===== src/rtl/ara_pkg.sv =====
package ara_pkg;
    localparam int ENTRIES = 16;
    localparam int IDX_W = $clog2(ENTRIES);
    localparam int PTR_W = IDX_W + 1;
    localparam int ADDR_W = 38;
    localparam int PAGE_BITS = 12;
    localparam logic [PTR_W-1:0] PTR_NONE = {PTR_W{1'b1}};
    localparam logic [ADDR_W-1:0] TOP_RESET = 38'd274877898752;

    localparam logic [2:0] ST_OK = 3'd0;
    localparam logic [2:0] ST_PERM = 3'd1;
    localparam logic [2:0] ST_FULL = 3'd2;
    localparam logic [2:0] ST_NOREGION = 3'd3;
    localparam logic [2:0] ST_UNSUP = 3'd4;

    typedef struct packed {
        logic                  opcode;
        logic [ADDR_W-1:0]     address;
        logic [ADDR_W-1:0]     length;
        logic                  want_read;
        logic                  want_write;
        logic                  is_shared;
        logic [3:0]            file_number;
        logic                  file_can_read;
        logic                  file_can_write;
        logic [ADDR_W-1:0]     start_offset;
    } t_req;

    typedef struct packed {
        logic [2:0]            status;
        logic [ADDR_W-1:0]     mapped_start;
        logic [3:0]            slot;
        logic                  removed_whole;
        logic                  needs_writeback;
        logic [3:0]            region_file;
        logic [ADDR_W-1:0]     region_offset;
    } t_rsp;

    // Controller to datapath commands.
    typedef struct packed {
        logic load;      // capture request
        logic scan;      // examine slot r_idx, advance
        logic walk;      // examine list node r_cur, advance
        logic commit;    // apply result
        logic clr_idx;
    } t_cmd;

    // Datapath to controller status.
    typedef struct packed {
        logic is_unmap;
        logic early_done; // permission or alignment failure known
        logic scan_last;
        logic scan_hit;
        logic need_walk;
        logic walk_done;
    } t_sts;

    function automatic logic [ADDR_W-1:0] page_down(input logic [ADDR_W-1:0] v);
        return {v[ADDR_W-1:PAGE_BITS], {PAGE_BITS{1'b0}}};
    endfunction
endpackage


===== src/rtl/ara_dp.sv =====
module ara_dp
    import ara_pkg::*;
(
    input  logic              i_clk,
    input  logic              i_rst_n,
    input  t_cmd              i_cmd,
    input  t_req              i_req,
    input  logic              i_cfg_we,
    input  logic [ADDR_W-1:0] i_cfg_data,
    output t_sts              o_sts,
    output t_rsp              o_rsp
);
    logic [ENTRIES-1:0] r_used;
    logic [ADDR_W-1:0]  r_start [ENTRIES];
    logic [ADDR_W-1:0]  r_end [ENTRIES];
    logic [PTR_W-1:0]   r_next [ENTRIES];
    logic [PTR_W-1:0]   r_prev [ENTRIES];
    logic [2:0]         r_rights [ENTRIES];
    logic [3:0]         r_file [ENTRIES];
    logic [ADDR_W-1:0]  r_offset [ENTRIES];
    logic [PTR_W-1:0]   r_head, r_tail;
    logic [ADDR_W-1:0]  r_top;

    t_req               r_req;
    logic [IDX_W-1:0]   r_idx;      // scan counter
    logic               r_found;
    logic [IDX_W-1:0]   r_slot;
    logic [PTR_W-1:0]   r_cur;
    logic [IDX_W:0]     r_steps;
    logic               r_placed;
    logic [PTR_W-1:0]   r_after;    // node that the new one follows
    t_rsp               r_rsp;

    logic [IDX_W-1:0]   idx;
    logic [ADDR_W-1:0]  top_pg, len;
    logic [ADDR_W:0]    stop;
    logic               perm_bad, align_bad, hit, empty_list;
    logic [IDX_W-1:0]   cur_i, nx_i;
    logic [PTR_W-1:0]   nx;
    logic               fits;

    assign idx = r_idx;
    assign len = r_req.length;
    assign top_pg = page_down(r_top);
    assign stop = {1'b0, r_req.address} + {1'b0, len};
    assign perm_bad = (r_req.want_write && !r_req.file_can_write && r_req.is_shared)
                   || (r_req.want_read && !r_req.file_can_read);
    assign align_bad = (r_req.address[PAGE_BITS-1:0] != '0) || (stop[PAGE_BITS-1:0] != '0);
    assign empty_list = r_head[PTR_W-1] || r_tail[PTR_W-1];

    always_comb begin
        if (r_req.opcode) begin
            hit = r_used[idx] && (r_start[idx] <= r_req.address)
               && (stop <= {1'b0, r_end[idx]});
        end else begin
            hit = !r_used[idx];
        end
    end

    assign cur_i = r_cur[IDX_W-1:0];
    assign nx = r_next[cur_i];
    assign nx_i = nx[IDX_W-1:0];
    assign fits = !nx[PTR_W-1] && (r_end[nx_i] <= page_down(r_start[cur_i] - len));

    assign o_sts.is_unmap = r_req.opcode;
    assign o_sts.early_done = r_req.opcode ? align_bad : perm_bad;
    assign o_sts.scan_last = (idx == IDX_W'(ENTRIES - 1));
    assign o_sts.scan_hit = hit;
    assign o_sts.need_walk = !empty_list
                          && !(r_end[r_head[IDX_W-1:0]] <= page_down(top_pg - len));
    assign o_sts.walk_done = fits || nx[PTR_W-1]
                          || (r_steps == (IDX_W+1)'(ENTRIES - 1));
    assign o_rsp = r_rsp;

    always_ff @(posedge i_clk) begin
        if (!i_rst_n) begin
            r_top <= TOP_RESET;
        end else if (i_cfg_we) begin
            r_top <= i_cfg_data;
        end
    end

    // Search bookkeeping.
    always_ff @(posedge i_clk) begin
        if (i_cmd.load) begin
            r_req <= i_req;
        end
        if (i_cmd.clr_idx) begin
            r_idx <= '0;
            r_found <= 1'b0;
            r_placed <= 1'b0;
        end else if (i_cmd.scan) begin
            if (hit) begin
                r_found <= 1'b1;
                r_slot <= idx;
                r_cur <= r_head;
                r_steps <= '0;
            end
            r_idx <= r_idx + 1'b1;
        end else if (i_cmd.walk) begin
            if (fits) begin
                r_placed <= 1'b1;
                r_after <= r_cur;
            end
            r_cur <= nx;
            r_steps <= r_steps + 1'b1;
        end
    end

    // Table update and response.
    always_ff @(posedge i_clk) begin
        logic [ADDR_W-1:0] e_end;
        logic [PTR_W-1:0]  pv, nn;
        logic [IDX_W-1:0]  s;
        t_rsp              rsp;
        s = r_slot;
        pv = r_prev[s];
        nn = r_next[s];
        e_end = top_pg;
        rsp = '0;
        if (!i_rst_n) begin
            r_used <= '0;
            r_head <= PTR_NONE;
            r_tail <= PTR_NONE;
        end else if (i_cmd.commit) begin
            if (!r_req.opcode) begin
                if (perm_bad) begin
                    rsp.status = ST_PERM;
                end else if (!r_found) begin
                    rsp.status = ST_FULL;
                end else begin
                    if (empty_list) begin
                        r_next[s] <= PTR_NONE;
                        r_prev[s] <= PTR_NONE;
                        r_head <= {1'b0, s};
                        r_tail <= {1'b0, s};
                    end else if (!o_sts.need_walk) begin
                        r_next[s] <= r_head;
                        r_prev[s] <= PTR_NONE;
                        r_prev[r_head[IDX_W-1:0]] <= {1'b0, s};
                        r_head <= {1'b0, s};
                    end else if (r_placed) begin
                        r_prev[s] <= r_after;
                        r_next[s] <= r_next[r_after[IDX_W-1:0]];
                        r_next[r_after[IDX_W-1:0]] <= {1'b0, s};
                        r_prev[r_next[r_after[IDX_W-1:0]][IDX_W-1:0]] <= {1'b0, s};
                        e_end = r_start[r_after[IDX_W-1:0]];
                    end else begin
                        r_next[s] <= PTR_NONE;
                        r_prev[s] <= r_tail;
                        r_next[r_tail[IDX_W-1:0]] <= {1'b0, s};
                        r_tail <= {1'b0, s};
                        e_end = r_start[r_tail[IDX_W-1:0]];
                    end
                    r_used[s] <= 1'b1;
                    r_end[s] <= e_end;
                    r_start[s] <= page_down(e_end - len);
                    r_rights[s] <= {r_req.is_shared, r_req.want_write, r_req.want_read};
                    r_file[s] <= r_req.file_number;
                    r_offset[s] <= r_req.start_offset;
                    rsp.status = ST_OK;
                    rsp.mapped_start = page_down(e_end - len);
                    rsp.slot = 4'(s);
                end
            end else if (align_bad) begin
                rsp.status = ST_UNSUP;
            end else if (!r_found) begin
                rsp.status = ST_NOREGION;
            end else begin
                rsp.slot = 4'(s);
                rsp.region_file = r_file[s];
                rsp.region_offset = r_offset[s];
                if (r_req.address > r_start[s] && stop < {1'b0, r_end[s]}) begin
                    rsp.status = ST_UNSUP;
                end else begin
                    rsp.status = ST_OK;
                    rsp.needs_writeback = r_rights[s][2];
                    if (r_req.address == r_start[s] && stop == {1'b0, r_end[s]}) begin
                        r_used[s] <= 1'b0;
                        if (!nn[PTR_W-1]) r_prev[nn[IDX_W-1:0]] <= pv;
                        else r_tail <= pv;
                        if (!pv[PTR_W-1]) r_next[pv[IDX_W-1:0]] <= nn;
                        else r_head <= nn;
                        rsp.removed_whole = 1'b1;
                    end else if (r_req.address == r_start[s]) begin
                        r_start[s] <= r_start[s] + len;
                        r_offset[s] <= r_offset[s] + len;
                    end else begin
                        r_end[s] <= r_end[s] - len;
                    end
                end
            end
            r_rsp <= rsp;
        end
    end
endmodule


===== config.mk =====
export PLATFORM = sky130hd
export DESIGN_NAME = ara_dp
export DESIGN_NICKNAME = d
export VERILOG_FILES = /design/src/rtl/ara_pkg.sv /design/src/rtl/ara_dp.sv
export SDC_FILE = /design/constraint.sdc
export NUM_CORES = 2
export LEC_CHECK = 0
export ABC_CLOCK_PERIOD_IN_PS = 12080
export BUFFER_PORTS_ARGS = -buffer_cell sky130_fd_sc_hd__buf_2
export CORE_AREA = 2 2 592 594
export DETAILED_ROUTE_END_ITERATION = 12
export DIE_AREA = 0 0 594 596
export PLACE_DENSITY_LB_ADDON = 0.15
export SKIP_CTS_REPAIR_TIMING = 1
export SYNTH_ARGS = -nofsm -noshare
export SYNTH_HDL_FRONTEND = slang
export SYNTH_SLANG_ARGS = --single-unit

===== constraint.sdc =====
create_clock -name i_clk -period 12.08 [get_ports i_clk]
set_input_delay 1.812 -clock i_clk [delete_from_list [all_inputs] [get_ports i_clk]]
set_output_delay 1.812 -clock i_clk [all_outputs]
set_load 0.02 [all_outputs]

* Yosys cells after proc, flatten, opt, wreduce, memory -nomap -nowiden *
Memory sizes are Yosys's and may differ from the RTL's. A register that Yosys moved wholly into a read port is not among the register bits.
Cells that the tools add are included.

word-level totals
  register bits = 302
  memory bits (writable) = 2096
  memories = 7

cells by class
  add/subtract/negate cells = 9
  $lt $le $gt $ge = 9
  equal/unequal tests = 13
  multiplexer cells = 176
  bitwise gates (word level) = 16
  reduce and logical (&&, ||, !) cells = 42

memory list
  name             depth  width  rd ports  clocked after memory_dff  write ports  line          text
  r_end            16     38     4         3                         1            ara_dp.sv:15  logic [ADDR_W-1:0] r_end [ENTRIES];
  r_offset         16     38     1         1                         1            ara_dp.sv:20  logic [ADDR_W-1:0] r_offset [ENTRIES];
  r_start          16     38     5         5                         1            ara_dp.sv:14  logic [ADDR_W-1:0] r_start [ENTRIES];
  r_next           16     5      3         3                         2            ara_dp.sv:16  logic [PTR_W-1:0] r_next [ENTRIES];
  r_prev           16     5      1         1                         2            ara_dp.sv:17  logic [PTR_W-1:0] r_prev [ENTRIES];
  r_file           16     4      1         1                         1            ara_dp.sv:19  logic [3:0] r_file [ENTRIES];
  1 more memories  n/a    n/a    n/a       n/a                       n/a          n/a

operators by type and width
  kind                                                 count
  2-to-1 mux 38 bit                                    11
  2-to-1 mux 5 bit                                     37
  subtractor 38 bit                                    4
  <= comparator 38 bit                                 3
  2-to-1 mux 16 bit                                    7
  2-to-1 mux 4 bit                                     26
  2-to-1 mux 48 bit                                    2
  2-to-1 mux 1 bit                                     84
  adder 38 bit                                         2
  adder 38 x 38 -> 39 bit                              1
  equality test 39 x 38 -> 1 bit                       1
  <= comparator 39 x 38 -> 1 bit                       1
  < comparator 39 x 38 -> 1 bit                        1
  equality test 38 bit                                 1
  > comparator 38 bit                                  1
  nonzero test 12 bit                                  2
  OR reduction 5 bit                                   4
  bitwise AND 16 bit                                   1
  NOT 16 bit                                           1
  OR 16 bit                                            1
  2-to-1 mux 3 bit                                     5
  logical AND 1 bit                                    10
  < comparator 4 x 5 -> 1 bit (second input constant)  2
  OR 1 bit                                             9
  other kinds (26)                                     48

* Longest topological paths before layout *
  depth after elaboration = 16
  gate-level depth with buffers = 39
  mapped depth without buffers = 36

* Worst setup path after synthesis *
OpenSTA, ideal clock, no wires.

  kind = flip-flop to output port
  from = register with a tool-made name
  to = output o_sts[0] in the netlist's numbering
  arrival time = 7727 ps
  data required time = 10268 ps
  path slack = 2541 ps
  stages on the path, launching flop included = 30
  path buffers = 6
  cells stage by stage = dfxtp_1 > buf_2 > buf_2 > buf_1 > clkbuf_1 > buf_1 > buf_1 > mux4_2 > mux4_2 > ha_1 > nand4_1 > or3_1 > or4_1 > a211oi_1 > o2111ai_1 > a211oi_1 > o41ai_1 > a21boi_0 > nor3_1 > or2_2 > ha_1 > a21oi_1 > nor2b_1 > o21ai_0 > nand2b_1 > a21oi_1 > nor2b_1 > a211oi_1 > a21oi_1 > nand2_1

RTL lines
  item              line          text
  end: declaration  ara_dp.sv:10  output t_sts o_sts,

==> run_results.csv <==
group,metric,value,unit
status,status,"complete, but fails checks",
status,violations,"max-capacitance violations, max-slew violations",
placed_design,port_buffers,240,
power_and_ir_drop,vdd_drop_max,0.1196,mV
floorplan,fp.dieH,596,microns
routing,firstDrtPassIters,8,
routing,wl_per_cell,37.52,microns
cts,root_buffer,"clkbuf_16",
global_routing,grt_pass1_vias,88727,
cts,cts.reportedPaths.clkPinSlew,60,ps
placed_design,gp_congestion,0.9623,
cts,cts_max_level,5,
floorplan,num_rows,217,
cts,cts.sinks,2366,
power_and_ir_drop,p_per_area,140.5,nW/um^2
synthesis,yosys_warnings,0,
setup_path,cp-end-kind,"primary output",
final_layout,drive_gt1_share,34.19,%
flow_run,max_cap_violations,1,
timing,drv_slew,4,
timing,fin_crit_sh,97.62,%
final_layout,area_delta_synth_final,12.36,%
synthesis,synthAdderAreaFrac,4.144,%
timing,max_freq,0.08480,GHz
synthesis,synth_mux_area_share,32.35,%
floorplan,die_area,354000,sq um
routing,vias,89933,
min_path,min_from,"r_cur[4]$_DFFE_PP_",
synthesis,synth_cell_types,81,
routing,vias_per_cell,6.698,
setup_path,crit_fanout,41,
min_path,hold_class,"reg -> reg",
synthesis,syn_avg_cell_area,16.66,sq um
timing,rsz0062_at_grt,"no",
synthesis,ys_seq_area_share,50.41,%
setup_path,r2r_setup_slack,750,ps
routing,drcViolationCount,0,
power_and_ir_drop,leakage,52.87,nW
floorplan,core_area,347800,sq um
min_path,holdPathStages,0,
power_and_ir_drop,p_sw,0.006074,W
synthesis,syn_area,138700,sq um
final_layout,final_cell_area,155800,sq um
setup_path,required,10270,ps
synthesis,ys_ff_latch,2366,
timing,relSlewSlack,-6.055,%
synthesis,yosysTopAreaCell,"edfxtp_1",
power_and_ir_drop,swShare,27.75,%
global_routing,overflow,0,
placed_design,dp_hpwl,326300,microns
synthesis,synthArstFlopShare,0,%
power_and_ir_drop,seq_power_share,42.8,%
floorplan,start_util,39.88,%
setup_path,reg2regPathDepth,31,
routing,wl,503800,microns
synthesis,synth_commonest_cells,"edfxtp_1 (2252), mux4_2 (1908), ha_1 (453)",
setup_path,r2r-end,"r_start[4][30]$_DFFE_PP_",
global_routing,grt_max_degree,107,
timing,clock_skew,75.91,ps
synthesis,synth_top_area_share,48.76,%
setup_path,cp.arrival,9980,ps
synthesis,ys.flop_type,"edfxtp_1",
global_routing,track_usage,28.09,%
cts,clockBufferDepth,4,
cts,cts-buffers-inserted,282,
global_routing,grt_pass1_wl,700100,microns
timing,worst_pin_slew,1570,ps
setup_path,crit_type,"reg -> out",
setup_path,r2r-start,"len[13]$_DFFE_PP_",
synthesis,synth_area_leaders,"edfxtp_1 (49%), mux4_2 (31%), ha_1 (4.1%), dfxtp_1 (1.6%), nand2_1 (1.1%)",
final_layout,finalNetCount,9213,
timing,setup_tns,0,ps
global_routing,antenna_found_initial,41,
cts,cts_tree,"built",
floorplan,top_level_ports,265,
timing,finalHoldViolCount,0,
synthesis,synth_cells,8325,
routing,ant_nets,0,
min_path,holdPathEnd,"r_after[4]$_DFFE_PP_",
power_and_ir_drop,p_clk_share,39.1,%
placed_design,dpl_cell_area,146600,sq um
synthesis,synth_edf_count,2252,
routing,drt_iter0_drc,12907,
synthesis,synth_compound_area_share,4.998,%
power_and_ir_drop,p_int,0.01582,W
synthesis,synthMostInstantiatedCell,"edfxtp_1",
synthesis,synth-xor-area-share,1.295,%
power_and_ir_drop,combPwrFrac,18.0,%
setup_path,cp-start-kind,"register",
cts,insertion_delay,950,ps
timing,setup_violations,0,
floorplan,fp.dieW,594,microns
timing,finalCriticalPeriod,11790,ps
synthesis,synth_top_family_by_area,"multiplexers",
synthesis,yosys.area_share.simple,4.533,%
-- layer usage --
metal / GRT usage (%) / vias to the layer above / part of all wire, %
li1: - / 35781 / -
met2: 42.78 / 5639 / 45
met1: 38.53 / 47479 / 39
met5: 0 / - / 0.051
met4: 11.70 / 34 / 4.8
met3: 6.975 / 1000 / 11
-- power groups by stage --
stage	combinational, W	sequential, W	clock [W]
floorplan	0.00260	0.00939	0
global placement	0.00384	0.00954	0
detailed placement	0.00388	0.00954	0
CTS	0.00390	0.00937	0.00870
global route	0.00418	0.00938	0.00899
finish	0.00395	0.00938	0.00856
-- cells by family (layout without fill, tap and decap cells) --
| family | Yosys count | count (layout) |
|---|---|---|
| flip-flops | 2366 | 2366 |
| adder cells (fa/ha/maj) | 457 | 457 |
| buffers and inverters | 822 | 1289 |
| XOR/XNOR | 205 | 205 |
| multiplexers | 2085 | 2085 |
| other | 1 | 37 |
| AND/OR/NAND/NOR | 1309 | 1309 |
| AO/OA/AOI/OAI | 1080 | 1080 |
-- cell usage in the layout, fill, tap and decap left out, types with 30 or more instances in the layout --
cell type  count
nor4_1        66
nand3_1       88
o31ai_1       91
clkbuf_1      56
edfxtp_1    2252
buf_12        40
nor2b_1       58
a31oi_1       42
buf_4        247
inv_1        259
nor2_1       292
clkbuf_16    293
nor2_4        32
clkinv_2      36
nand2b_1      53
a21oi_1      243
nor3_1        61
a21o_1       191
and2_1        64
clkinv_1      50
buf_2        239
mux2i_1      108
o21a_1        59
xnor2_1      111
nand4_1       79
o21ai_0      244
ha_1         453
xor2_1        94
nand2_1      401
mux2_2        60
dfxtp_1       89
and3_1        30
mux4_2      1906
-- worst max-delay path by stage --
stage                      startpoint                  endpoint
finish                       register                  o_sts[0]
global route                 register                  o_sts[0]
CTS                          register                  o_sts[0]
detailed placement  len[13]$_DFFE_PP_  r_start[9][37]$_DFFE_PP_
global placement     len[4]$_DFFE_PP_  r_start[9][37]$_DFFE_PP_
floorplan                    register                  o_sts[0]
-- flip-flops by register name (all words and copies together), names as in the netlist, 16 cells and up, named ones only --
signal,flops
r_next,80
len,38
r_rights,16
r_req,85
r_end,608
r_offset,608
r_start,608
r_top,26
o_rsp,77
r_prev,80
r_file,64
-- critical path: stages (launching register included) --
cell	delay (ps)
dfxtp_4	880
buf_12	370
buf_12	360
mux4_2	570
mux4_2	550
ha_1	360
o21a_1	130
o21ai_0	70
nand2b_1	130
nand2_1	140
o41ai_1	1310
o2111ai_1	290
a211oi_1	630
o41ai_1	150
buf_4	180
a21oi_1	220
a21o_1	190
a21oi_1	90
xnor2_1	150
ha_1	320
nand4_1	120
or3_1	400
nor2_1	110
o21ai_0	110
a21oi_1	210
buf_4	240
nand2_1	250
buf_2	250
-- layout make-up --
class | instances | area, sq um
Sequential cell | 2366 | 69990
Antenna cell | 25 | 62.56
Multi-Input combinational cell | 5148 | 66010
Tap cell | 4599 | 5754
Clock inverter | 146 | 1539
Fill cell | 29885 | 192000
Inverter | 261 | 980.9
Clock buffer | 355 | 7625
Timing Repair Buffer | 527 | 3862
-- per-stage QoR --
stage / total power (W) / hold WS, ps / worst slack, ps / instances / utilization, %
after global routing: 0.02255 / 459.9 / 44.05 / 13403 / 44.79
after CTS: 0.02197 / 453.3 / 598.7 / 13400 / 44.78
after detailed placement: 0.01342 / 427.6 / 1063 / 12899 / 42.15
after global placement: 0.01338 / 426.1 / 347.6 / 12898 / 42.14
final: 0.02189 / 455.4 / 286.9 / 13427 / 44.80
after floorplan: 0.01199 / 400.3 / 2541 / 8336 / -
No activity file was read; power rests on OpenSTA's default activity.
