File: config.mk
export PLATFORM = sky130hd
export DESIGN_NAME = ara_ctrl
export DESIGN_NICKNAME = d
export VERILOG_FILES = /design/src/rtl/ara_pkg.sv /design/src/rtl/ara_ctrl.sv
export SDC_FILE = /design/constraint.sdc
export NUM_CORES = 1
export LEC_CHECK = 0
export BUFFER_PORTS_ARGS = -buffer_cell sky130_fd_sc_hd__buf_2
export CORE_AREA = 10 10 47 49
export DETAILED_ROUTE_END_ITERATION = 8
export DIE_AREA = 0 0 57 59
export PLACE_DENSITY = 0.56
export SKIP_CTS_REPAIR_TIMING = 1
export SYNTH_ARGS = -nofsm -noshare
export SYNTH_HDL_FRONTEND = slang
export SYNTH_SLANG_ARGS = --single-unit
export TNS_END_PERCENT = 50
File: constraint.sdc
create_clock -name i_clk -period 2.2 [get_ports i_clk]
set_input_delay 0.44 -clock i_clk [delete_from_list [all_inputs] [get_ports i_clk]]
set_output_delay 0.44 -clock i_clk [all_outputs]
set_load 0.02 [all_outputs]
File: src/rtl/ara_pkg.sv
package ara_pkg;
    localparam int ENTRIES = 16;
    localparam int IDX_W = $clog2(ENTRIES);
    localparam int PTR_W = IDX_W + 1;
    localparam int ADDR_W = 38;
    localparam int PAGE_BITS = 12;
    localparam logic [PTR_W-1:0] PTR_NONE = {PTR_W{1'b1}};
    localparam logic [ADDR_W-1:0] TOP_RESET = 38'd274877898752;

    localparam logic [2:0] ST_OK = 3'd0;
    localparam logic [2:0] ST_PERM = 3'd1;
    localparam logic [2:0] ST_FULL = 3'd2;
    localparam logic [2:0] ST_NOREGION = 3'd3;
    localparam logic [2:0] ST_UNSUP = 3'd4;

    typedef struct packed {
        logic                  opcode;
        logic [ADDR_W-1:0]     address;
        logic [ADDR_W-1:0]     length;
        logic                  want_read;
        logic                  want_write;
        logic                  is_shared;
        logic [3:0]            file_number;
        logic                  file_can_read;
        logic                  file_can_write;
        logic [ADDR_W-1:0]     start_offset;
    } t_req;

    typedef struct packed {
        logic [2:0]            status;
        logic [ADDR_W-1:0]     mapped_start;
        logic [3:0]            slot;
        logic                  removed_whole;
        logic                  needs_writeback;
        logic [3:0]            region_file;
        logic [ADDR_W-1:0]     region_offset;
    } t_rsp;

    // Controller to datapath commands.
    typedef struct packed {
        logic load;      // capture request
        logic scan;      // examine slot r_idx, advance
        logic walk;      // examine list node r_cur, advance
        logic commit;    // apply result
        logic clr_idx;
    } t_cmd;

    // Datapath to controller status.
    typedef struct packed {
        logic is_unmap;
        logic early_done; // permission or alignment failure known
        logic scan_last;
        logic scan_hit;
        logic need_walk;
        logic walk_done;
    } t_sts;

    function automatic logic [ADDR_W-1:0] page_down(input logic [ADDR_W-1:0] v);
        return {v[ADDR_W-1:PAGE_BITS], {PAGE_BITS{1'b0}}};
    endfunction
endpackage

File: src/rtl/ara_ctrl.sv
module ara_ctrl
    import ara_pkg::*;
(
    input  logic i_clk,
    input  logic i_rst_n,
    input  logic i_in_valid,
    output logic o_in_ready,
    output logic o_out_valid,
    input  logic i_out_ready,
    input  t_sts i_sts,
    output t_cmd o_cmd
);
    typedef enum logic [4:0] {
        S_IDLE = 5'b00001,
        S_SCAN = 5'b00010,
        S_WALK = 5'b00100,
        S_DONE = 5'b01000,
        S_OUT  = 5'b10000
    } t_state;

    t_state r_state, n_state;

    always_ff @(posedge i_clk) begin
        if (!i_rst_n) begin
            r_state <= S_IDLE;
        end else begin
            r_state <= n_state;
        end
    end

    assign o_in_ready = (r_state == S_IDLE);
    assign o_out_valid = (r_state == S_OUT);

    always_comb begin
        n_state = r_state;
        o_cmd = '0;
        unique case (r_state)
            S_IDLE: begin
                if (i_in_valid) begin
                    o_cmd.load = 1'b1;
                    o_cmd.clr_idx = 1'b1;
                    n_state = S_SCAN;
                end
            end
            S_SCAN: begin
                if (i_sts.early_done) begin
                    n_state = S_DONE;
                end else begin
                    o_cmd.scan = 1'b1;
                    if (i_sts.scan_hit || i_sts.scan_last) begin
                        n_state = S_DONE;
                        if (!i_sts.is_unmap && i_sts.scan_hit && i_sts.need_walk) begin
                            n_state = S_WALK;
                        end
                    end
                end
            end
            S_WALK: begin
                o_cmd.walk = 1'b1;
                if (i_sts.walk_done) begin
                    n_state = S_DONE;
                end
            end
            S_DONE: begin
                o_cmd.commit = 1'b1;
                n_state = S_OUT;
            end
            S_OUT: begin
                if (i_out_ready) begin
                    n_state = S_IDLE;
                end
            end
            default: n_state = S_IDLE;
        endcase
    end
endmodule

Word-level counts from Yosys, hierarchy flattened
Index checks and enable logic that the tools add are counted.
{ "word_totals": {"reg_bits": 5, "out_inout_bits": 7} }
{ "op_classes": {"muxes": 13, "n_eq_ne": 9, "n_reduce_logical": 5} }
{ "ops": {"columns": ["operator", "n"], "rows": [
  ["$mux W5", 5],
  ["$pmux W5 S5", 1],
  ["$mux W1", 6],
  ["$eq A5 B1 Y1 const B", 1],
  ["$eq A5 B2 Y1 const B", 1],
  ["$eq A5 B3 Y1 const B", 1],
  ["$eq A5 B4 Y1 const B", 1],
  ["$eq A5 B5 Y1 const B", 1],
  ["$mux W4", 1],
  ["$ne A2 B2 Y1 const B", 2],
  ["$reduce_and A4 Y1", 1],
  ["$ne A3 B3 Y1 const B", 1],
  ["$logic_and A1 B1 Y1", 2],
  ["$ne A2 B1 Y1 const B", 1],
  ["$logic_not A1 Y1", 1],
  ["$logic_or A1 B1 Y1", 1]
]} }

Logic depth before layout (Yosys ltp)
Gate-level depths: netlist (run 1).
{ "depth": {"depth_word": 7, "ltp_mapped": 5, "ltp_nobuf": 4} }

Worst setup path before layout (run 1)
OpenSTA, ideal clock, no wires.
{ "synth_timing": {"path_type": "register -> output", "from": "register r_state[2]", "to": "output o_cmd[4] (netlist name)", "path_stages_with_launch": 6, "required_ps": 1760, "t_arrival_ps": 1349, "setup_slack_ps": 411, "cell_sequence": "dfxtp_1 -> nor3_2 -> and3b_1 -> nand2_1 -> inv_1 -> buf_4"} }
{ "synth_rtl": {"columns": ["element", "line_no", "rtl"], "rows": [
  ["start, declared", "ara_ctrl.sv:21", "t_state r_state, n_state;"],
  ["start signal, assigned", "ara_ctrl.sv:27", "r_state <= n_state;"],
  ["end, declared", "ara_ctrl.sv:11", "output t_cmd o_cmd"]
]} }

==> out/results.tsv, run 1 <==
stage	metric	value	unit
floorplan	die_height	59	µm
grt	antenna_found_initial	0	
sta	fmax	539	MHz
place	placed_area	435	µm²
detailed_routing	drtIter0Drc	8	
sta	setup_viol_count_final	0	
clock_tree	cts_buffers	3	
synthesis	synthTopCellsByCount	dfxtp_1, nand2_1, nor2_1	
pwr	ir_drop	0.000264	V
clock_tree	cts_tree	done	
critical_path	regToRegSetupSlack	0.99	ns
synthesis	yosysUniqueCellTypes	22	
clock_tree	clk_pin_slew	0.04	ns
run	maxCapViolCount	0	
critical_path	path_max_fanout	5	
synthesis	ys_ff_latch	5	
floorplan	core	1400	µm²
synthesis	yosysSeqAreaShare	28.6	%
place	dp_slack	0.577	ns
detailed_routing	drtAntennaViolNets	0	
floorplan	fp-row-count	14	
detailed_routing	wl_per_cell	12.8	µm
place	portBuffers	16	
sta	tns	0	ns
run_status	outcome	finished, final reports clean	
grt	grt.overflow.total	0	
critical_path	worstPathArrival	1.42	ns
synthesis	yosys.area.top_type	dfxtp_1	
final_layout	largest_register_ffs	5	
clock_tree	clockBufferDepth	2	
final_layout	post-route-util	32.9	%
sta	hold_viol_final	0	
place	dp_hpwl	775	µm
final_layout	fin_area	462	µm²
place	gp_congestion	0.766	
grt	grt_pass1_vias	374	
clock_tree	htreeDepth	1	
hold_path	hold_depth	2	
sta	min_period	1.86	ns
final_layout	drive_gt1_share	46.4	%
synthesis	synth_area	350	µm²
clock_tree	clk_latency	0.25	ns
sta	layout_setup_ws	0.343	ns
synthesis	async_reset_ff_share	0	%
hold_path	whs_endpoint	r_state[2]	
sta	slew_violations	0	
synthesis	syn_inst	38	
grt	grt_pass1_wl	1460	µm
floorplan	ioPinCount	17	
synthesis	synth_edf_count	0	
sta	finalCritPeriodShare	84.4	%
sta	tightest_slew	0.323	ns
synthesis	yosysTopAreaCellShare	28.6	%
critical_path	crit_path_start_kind	flop	
detailed_routing	vias_per_cell	4.65	
floorplan	die_w	57	µm
grt	gr-usage-all-layers	5.53	%
final_layout	area_growth	31.8	%
clock_tree	cts_root_buf	clkbuf_4	
critical_path	path_class	flop to primary output	
critical_path	r2r_end	r_state[3]	
synthesis	synth_fp_nets	48	
pwr	power_density	602	nW/µm²
detailed_routing	route.detailed.drc	0	
detailed_routing	routed_wl	923	µm
synthesis	synthFlopType	dfxtp_1	
grt	grt_max_degree	7	
critical_path	rr_startpoint	r_state[4]	
critical_path	ff2ff_path_depth	4	
hold_path	hold_path.class	primary input to flop	
sta	clock_skew	0.00836	ns
final_layout	diodes	0	
critical_path	crit_required	1.76	ns
critical_path	cp-end-kind	primary output	
detailed_routing	vias	335	
final_layout	finalNetCount	67	
final_layout	top_register	r_state	
detailed_routing	drt_first_pass_iters	4	
synthesis	avgSynthCellArea	9.22	µm²
floorplan	start_util	25.0	%
synthesis	ys_warn_count	0	
pwr	p_leak	0.221	nW
final_layout	top_regs	r_state (5)	
hold_path	min_from	i_rst_n	
sta	relSlewSlack	78.3	%
synthesis	synth.area.top_cells	dfxtp_1, nand4bb_4, nor3_2	
sta	rsz0062_at_grt	false	
clock_tree	cts_sinks	5	
floorplan	die_area	3360	µm²
[area by class of cell]
type                       instances  area, µm²
tap                               16       20.0
timing repair buffer              16       80.1
sequential                         5        100
multi-input combinational         29        228
clock buffer                       4       26.3
inverter                           2       7.51
fill                             166        940
[routing by layer]
metal / global-route usage, % / up-vias / part of all wire (%) / wire length [µm]
met5: 0 / - / 0 / 0
met4: 6.04 / 0 / 2.5 / 23
met3: 2.36 / 4 / 7.5 / 69
met2: 8.84 / 14 / 45 / 417
met1: 4.98 / 145 / 45 / 413
li1: - / 172 / - / -
[cell families (layout without fill, tap and decap cells)]
group	Yosys count	after routing	synth area share, %
AND/OR/NAND/NOR	24	24	52.9
AO/OA/AOI/OAI	5	5	12.1
buffers and inverters	4	22	6.43
flip-flops	5	5	28.6
[worst max-delay path, cell delays in order (launching register included)]
cell	delay [ns]
dfxtp_1	0.34
nor3_2	0.27
and3b_1	0.25
nand2_1	0.09
inv_1	0.07
buf_2	0.16
[stage by stage]
step	std cells	total power, W	hold WS, ns
after global routing	72	0.000289	0.467
after detailed placement	68	0.000171	0.619
after global placement	68	0.000171	0.622
after CTS	72	0.000281	0.449
final	72	0.000278	0.453
after floorplan	38	0.000149	0.541
[cell usage in the layout (no fill, tap or decap)]
cell,n
buf_2,16
nand2_1,5
dfxtp_1,5
nor2_1,3
clkbuf_4,3
nor3_2,2
inv_1,2
and3b_1,2
nand3_1,2
and2_1,2
nand3b_1,1
and3b_4,1
nor4_2,1
nor4b_1,1
a21boi_1,1
nor3b_1,1
nand4_1,1
o41ai_2,1
a21boi_0,1
nand4bb_4,1
a31oi_1,1
nor3b_2,1
o21ai_1,1
clkbuf_1,1
[how the worst max path moves through the flow]
stage	cells past startpoint	from	to
floorplan	5	r_state[2]	o_cmd[4]
global placement	5	r_state[2]	o_cmd[4]
detailed placement	5	r_state[2]	o_cmd[4]
CTS	5	r_state[2]	o_cmd[4]
global route	5	r_state[2]	o_cmd[4]
finish	5	r_state[2]	o_cmd[4]
[power breakdown]
| group | switching, W | total [W] | internal [W] |
|---|---|---|---|
| Combinational | 0.0000366 | 0.0000657 | 0.0000291 |
| Sequential | 0.00000742 | 0.000103 | 0.0000954 |
| Clock | 0.0000408 | 0.000110 | 0.0000688 |
| Total | 0.0000848 | 0.000278 | 0.000193 |
Power figures use the tool's default switching activity.
==> inputs of run 2 (changes only) <==
--- a/config.mk
+++ b/config.mk
@@ -9,7 +9,7 @@
 export CORE_AREA = 10 10 47 49
 export DETAILED_ROUTE_END_ITERATION = 8
 export DIE_AREA = 0 0 57 59
-export PLACE_DENSITY = 0.56
+export PLACE_DENSITY = 0.57
 export SKIP_CTS_REPAIR_TIMING = 1
 export SYNTH_ARGS = -nofsm -noshare
 export SYNTH_HDL_FRONTEND = slang
==> constraint.sdc (replaced) <==
create_clock -name i_clk -period 1.6 [get_ports i_clk]
set_input_delay 0.32 -clock i_clk [delete_from_list [all_inputs] [get_ports i_clk]]
set_output_delay 0.32 -clock i_clk [all_outputs]
set_load 0.02 [all_outputs]
==> out/results.tsv, run 2 (synthesized netlist as in run 1, its figures left out) <==
stage	metric	value	unit	change
run_status	outcome	finished, final reports clean		
sta	relSlewSlack	79.3	%	+1.1 points
critical_path	path_max_fanout	6		+1
run	maxCapViolCount	0		unchanged
final_layout	post-route-util	40.6	%	+7.7 points
critical_path	crit_path_top_delay_cell	dfxtp_4		
clock_tree	cts_tree	done		
final_layout	top_register	r_state		
place	placed_area	444	µm²	+2.0%
sta	clock_skew	0.00240	ns	-0.00595 ns
sta	slew_violations	0		unchanged
grt	grt_max_degree	7		unchanged
grt	antenna_found_initial	0		unchanged
final_layout	diodes	0		unchanged
floorplan	ioPinCount	17		unchanged
critical_path	crit_required	1.28	ns	-0.48 ns
sta	rsz0062_at_grt	true		
clock_tree	cts_sinks	5		unchanged
clock_tree	clk_pin_slew	0.04	ns	about the same
pwr	p_leak	0.259	nW	+17%
place	gp_congestion	0.785		+2.5%
final_layout	final_cell_mix	buf_2, buf_4, nand2_1		
grt	grt_pass1_wl	1590	µm	+9.0%
final_layout	largest_register_ffs	5		unchanged
pwr	power_density	772	nW/µm²	+28%
clock_tree	cts_buffers	3		unchanged
clock_tree	htreeDepth	1		unchanged
final_layout	final_common_cell	buf_2		
sta	hold_viol_final	0		unchanged
critical_path	worstPathArrival	1.28	ns	-0.14 ns
final_layout	nFillCells	148		-11%
floorplan	fp-row-count	14		unchanged
pwr	ir_drop	0.000290	V	+9.8%
sta	fmax	626	MHz	
place	dp_hpwl	756	µm	-2.5%
detailed_routing	vias_per_cell	4.65		about the same
clock_tree	clockBufferDepth	2		unchanged
final_layout	instances_no_fill	78		+8.3%
grt	grt.overflow.total	0		unchanged
clock_tree	cts_root_buf	clkbuf_4		
sta	tightest_slew	0.306	ns	-0.0176 ns
place	dp_cells	69		+1.5%
final_layout	drive_gt1_share	64.5	%	+18 points
floorplan	die_area	3360	µm²	unchanged
place	portBuffers	16		unchanged
critical_path	cp_cell_sequence	nor4_4 > nand2_1 > nor2_1 > buf_4		
sta	holdWs	0.352	ns	-0.101 ns
final_layout	finalNetCount	73		+9.0%
grt	gr-usage-all-layers	6.13	%	+0.60 points
hold_path	hold_path.class	primary input to flop		
final_layout	top_regs	r_state (5)		
floorplan	start_util	25.0	%	unchanged
final_layout	area_growth	62.5	%	
detailed_routing	drtIter0Drc	8		unchanged
detailed_routing	vias	363		+8.4%
critical_path	cpPeakStageDelay	0.36	ns	+0.02 ns
clock_tree	clk_latency	0.25	ns	about the same
detailed_routing	route.detailed.drc	0		unchanged
detailed_routing	routed_wl	1010	µm	+9.5%
critical_path	cp-startpoint	r_state[0]		
sta	setup_viol_count_final	0		unchanged
sta	min_period	1.60	ns	
final_layout	fin_area	569	µm²	+23%
detailed_routing	wl_per_cell	13.0	µm	+1.1%
sta	finalCritPeriodShare	99.9	%	
floorplan	die_height	59	µm	unchanged
floorplan	die_w	57	µm	unchanged
hold_path	min_from	i_rst_n		
detailed_routing	drt_first_pass_iters	3		-1
critical_path	cp-end-kind	primary output		
detailed_routing	drtAntennaViolNets	0		unchanged
critical_path	crit_path_start_kind	flop		
critical_path	rr_startpoint	r_state[1]		
floorplan	core	1400	µm²	unchanged
critical_path	path_class	flop to primary output		
grt	grt_pass1_vias	369		-1.3%
-- run 2: final timing paths --
path	end	slack (ns)	depth (start not counted)
worst max-delay path	o_cmd[3]	0.002	4
worst min-delay path	r_state[2]	0.35	2
worst max register to register	r_state[0]	0.34	5
worst min register to register	r_state[4]	0.58	2
-- run 2: through the flow --
step	power [W]	setup TNS [ns]	worst slack, ns
floorplan	0.000206	0	0.00672
global placement	0.000241	0	0.179
detailed placement	0.000241	0	0.141
CTS	0.000394	-0.375	-0.138
global route	0.000461	-0.179	-0.109
finish	0.000440	0	0.00238
-- run 2: critical path: cells and delay by family (launching register included) --
kind | cells | cell delay [ns]
buf+inv | 1 | 0.15
flops | 1 | 0.36
simple gates | 3 | 0.52
-- run 2: final cells by class --
cell class              instances  area [µm²]  share of cell area, %
well taps                      16        20.0                   3.52
repair buffers                 22         151                   26.6
flip-flops and latches          5         111                   19.6
inverters                       2        7.51                   1.32
multi-input cells              29         253                   44.4
clock buffers                   4        26.3                   4.62
-- run 2: metal layers --
metal / up-vias / wire (µm) / track usage, %
li1: 183 / - / -
met1: 162 / 423 / 6.16
met2: 14 / 455 / 8.53
met3: 4 / 111 / 4.29
met4: 0 / 20 / 5.03
met5: - / 0 / 0
-- run 2: power breakdown --
part           total (W)  switching, W  internal (W)
Sequential      0.000145     0.0000131      0.000132
Combinational   0.000145     0.0000618     0.0000837
Clock           0.000149     0.0000544     0.0000944
==> inputs of run 3 (changes only) <==
--- a/config.mk
+++ b/config.mk
@@ -9,6 +9,7 @@
 export CORE_AREA = 10 10 47 49
 export DETAILED_ROUTE_END_ITERATION = 8
 export DIE_AREA = 0 0 57 59
+export MAX_ROUTING_LAYER = met4
 export PLACE_DENSITY = 0.57
 export SKIP_CTS_REPAIR_TIMING = 1
 export SYNTH_ARGS = -nofsm -noshare
==> out/results.tsv, run 3 (synthesized netlist as in run 1, its figures left out) <==
stage	metric	value	unit	change
detailed_routing	wl_per_cell	13.1	µm	+0.98%
final_layout	top_register	r_state		
pwr	p_sw	0.000130	W	+0.66%
pwr	p_leak	0.265	nW	+2.4%
grt	grt_pass1_vias	369		unchanged
pwr	p_clk_share	34.1	%	+0.3 points
pwr	internal_power	0.000308	W	-0.79%
clock_tree	clockBufferDepth	2		unchanged
critical_path	path_max_fanout	6		unchanged
place	gp_congestion	0.796		+1.4%
floorplan	fp-row-count	14		unchanged
critical_path	crit_required	1.28	ns	about the same
detailed_routing	drtAntennaViolNets	0		unchanged
detailed_routing	vias	369		+1.7%
sta	slew_violations	0		unchanged
floorplan	ioPinCount	17		unchanged
pwr	p_sw_share	29.7	%	+0.30 points
place	portBuffers	16		unchanged
final_layout	final_common_cell	buf_2		
sta	min_period	1.61	ns	+0.0129 ns
detailed_routing	drt_first_pass_iters	4		+1
detailed_routing	vias_per_cell	4.67		+0.37%
sta	fmax	621	MHz	-0.80%
clock_tree	cts_buffers	3		unchanged
pwr	power_density	760	nW/µm²	-1.7%
final_layout	post-route-util	41.2	%	+0.54 points
sta	tns	-0.0105	ns	-0.0105 ns
sta	finalCritPeriodShare	101	%	+0.81 points
pwr	comb_power_share	33.2	%	about the same
clock_tree	htreeDepth	1		unchanged
pwr	p_total	0.000438	W	-0.36%
final_layout	drive_gt1_share	65.1	%	+0.56 points
grt	gr-usage-all-layers	6.30	%	+0.17 points
pwr	pwr-share-seq	32.7	%	-0.4 points
sta	holdWs	0.351	ns	-0.00163 ns
grt	grt_pass1_wl	1590	µm	-0.38%
sta	clock_skew	0.00310	ns	+0.000697 ns
critical_path	crit_path_start_kind	flop		
pwr	ir_drop	0.000306	V	+5.3%
hold_path	hold_path.class	primary input to flop		
sta	tightest_slew	0.310	ns	+0.00450 ns
floorplan	core	1400	µm²	unchanged
critical_path	cp_cell_sequence	nor4_4 > nand2_1 > nor2_1 > buf_4		
clock_tree	clk_pin_slew	0.04	ns	about the same
detailed_routing	route.detailed.drc	0		unchanged
clock_tree	cts_sinks	5		unchanged
clock_tree	clk_latency	0.25	ns	about the same
sta	layout_setup_ws	-0.0105	ns	-0.0129 ns
critical_path	crit_path_top_delay_cell	dfxtp_4		
clock_tree	cts_root_buf	clkbuf_4		
detailed_routing	drtIter0Drc	7		-1
final_layout	top_regs	r_state (5)		
sta	setup_viol_count_final	1		+1
final_layout	finalNetCount	74		+1.4%
sta	rsz0062_at_grt	true		
run_status	failed_checks	negative setup slack		
sta	hold_viol_final	0		unchanged
floorplan	die_area	3360	µm²	unchanged
final_layout	final_cell_mix	buf_2, buf_4, nand2_1		
detailed_routing	routed_wl	1030	µm	+2.3%
critical_path	cp-end-kind	primary output		
grt	grt_max_degree	7		unchanged
final_layout	area_growth	64.6	%	
place	dp_hpwl	756	µm	unchanged
critical_path	cpPeakStageDelay	0.36	ns	about the same
grt	antenna_found_initial	0		unchanged
run	maxCapViolCount	0		unchanged
floorplan	die_height	59	µm	unchanged
sta	relSlewSlack	79.0	%	-0.30 points
floorplan	start_util	25.0	%	unchanged
run_status	outcome	finished, violations left		
final_layout	diodes	0		unchanged
clock_tree	cts_tree	done		
floorplan	die_w	57	µm	unchanged
final_layout	largest_register_ffs	5		unchanged
critical_path	worstPathArrival	1.29	ns	about the same
critical_path	path_class	flop to primary output		
grt	grt.overflow.total	0		unchanged
-- run 3: path summary, 6_finish.rpt --
path | endpoint | startpoint | slack, ns | depth (start not counted)
worst max-delay path | o_cmd[3] | r_state[0] | -0.01 | 4
worst min-delay path | r_state[2] | i_rst_n | 0.35 | 2
worst max register to register | r_state[0] | r_state[1] | 0.35 | 5
worst min register to register | r_state[4] | r_state[4] | 0.58 | 2
-- run 3: layer usage --
metal | up-vias | GRT usage (%) | wire length, µm | part of all wire [%]
met5 | - | - | 0 | 0
met4 | 0 | 5.03 | 27 | 2.6
met3 | 4 | 3.43 | 67 | 6.5
met2 | 14 | 8.53 | 482 | 47
met1 | 166 | 6.64 | 458 | 44
li1 | 185 | - | - | -
-- run 3: area by class of cell --
class	count	area (µm²)
Fill cell	145	825
Multi-Input combinational cell	29	253
Timing Repair Buffer	23	156
Sequential cell	5	114
Clock buffer	4	26.3
Tap cell	16	20.0
Inverter	2	7.51
-- run 3: stage by stage --
step / std cells / setup WS [ns] / instance area [µm²]
finish: 79 / -0.0105 / 577
global route: 79 / -0.111 / 577
CTS: 73 / -0.138 / 470
detailed placement: 69 / 0.141 / 444
global placement: 69 / 0.179 / 444
floorplan: 38 / 0.00672 / 352
-- run 3: critical path: cells and delay by family (launching register included) --
| family | cells | cell delay [ns] |
|---|---|---|
| and+or+nand+nor | 3 | 0.54 |
| DFF | 1 | 0.36 |
| buffers and inverters | 1 | 0.15 |
-- run 3: power groups by stage --
stage	clock network, W	registers (W)	logic, W
final	0.000150	0.000143	0.000145
after global routing	0.000159	0.000145	0.000155
after CTS	0.000155	0.000141	0.0000983
after detailed placement	0	0.000144	0.0000974
after global placement	0	0.000143	0.0000976
after floorplan	0	0.000141	0.0000653
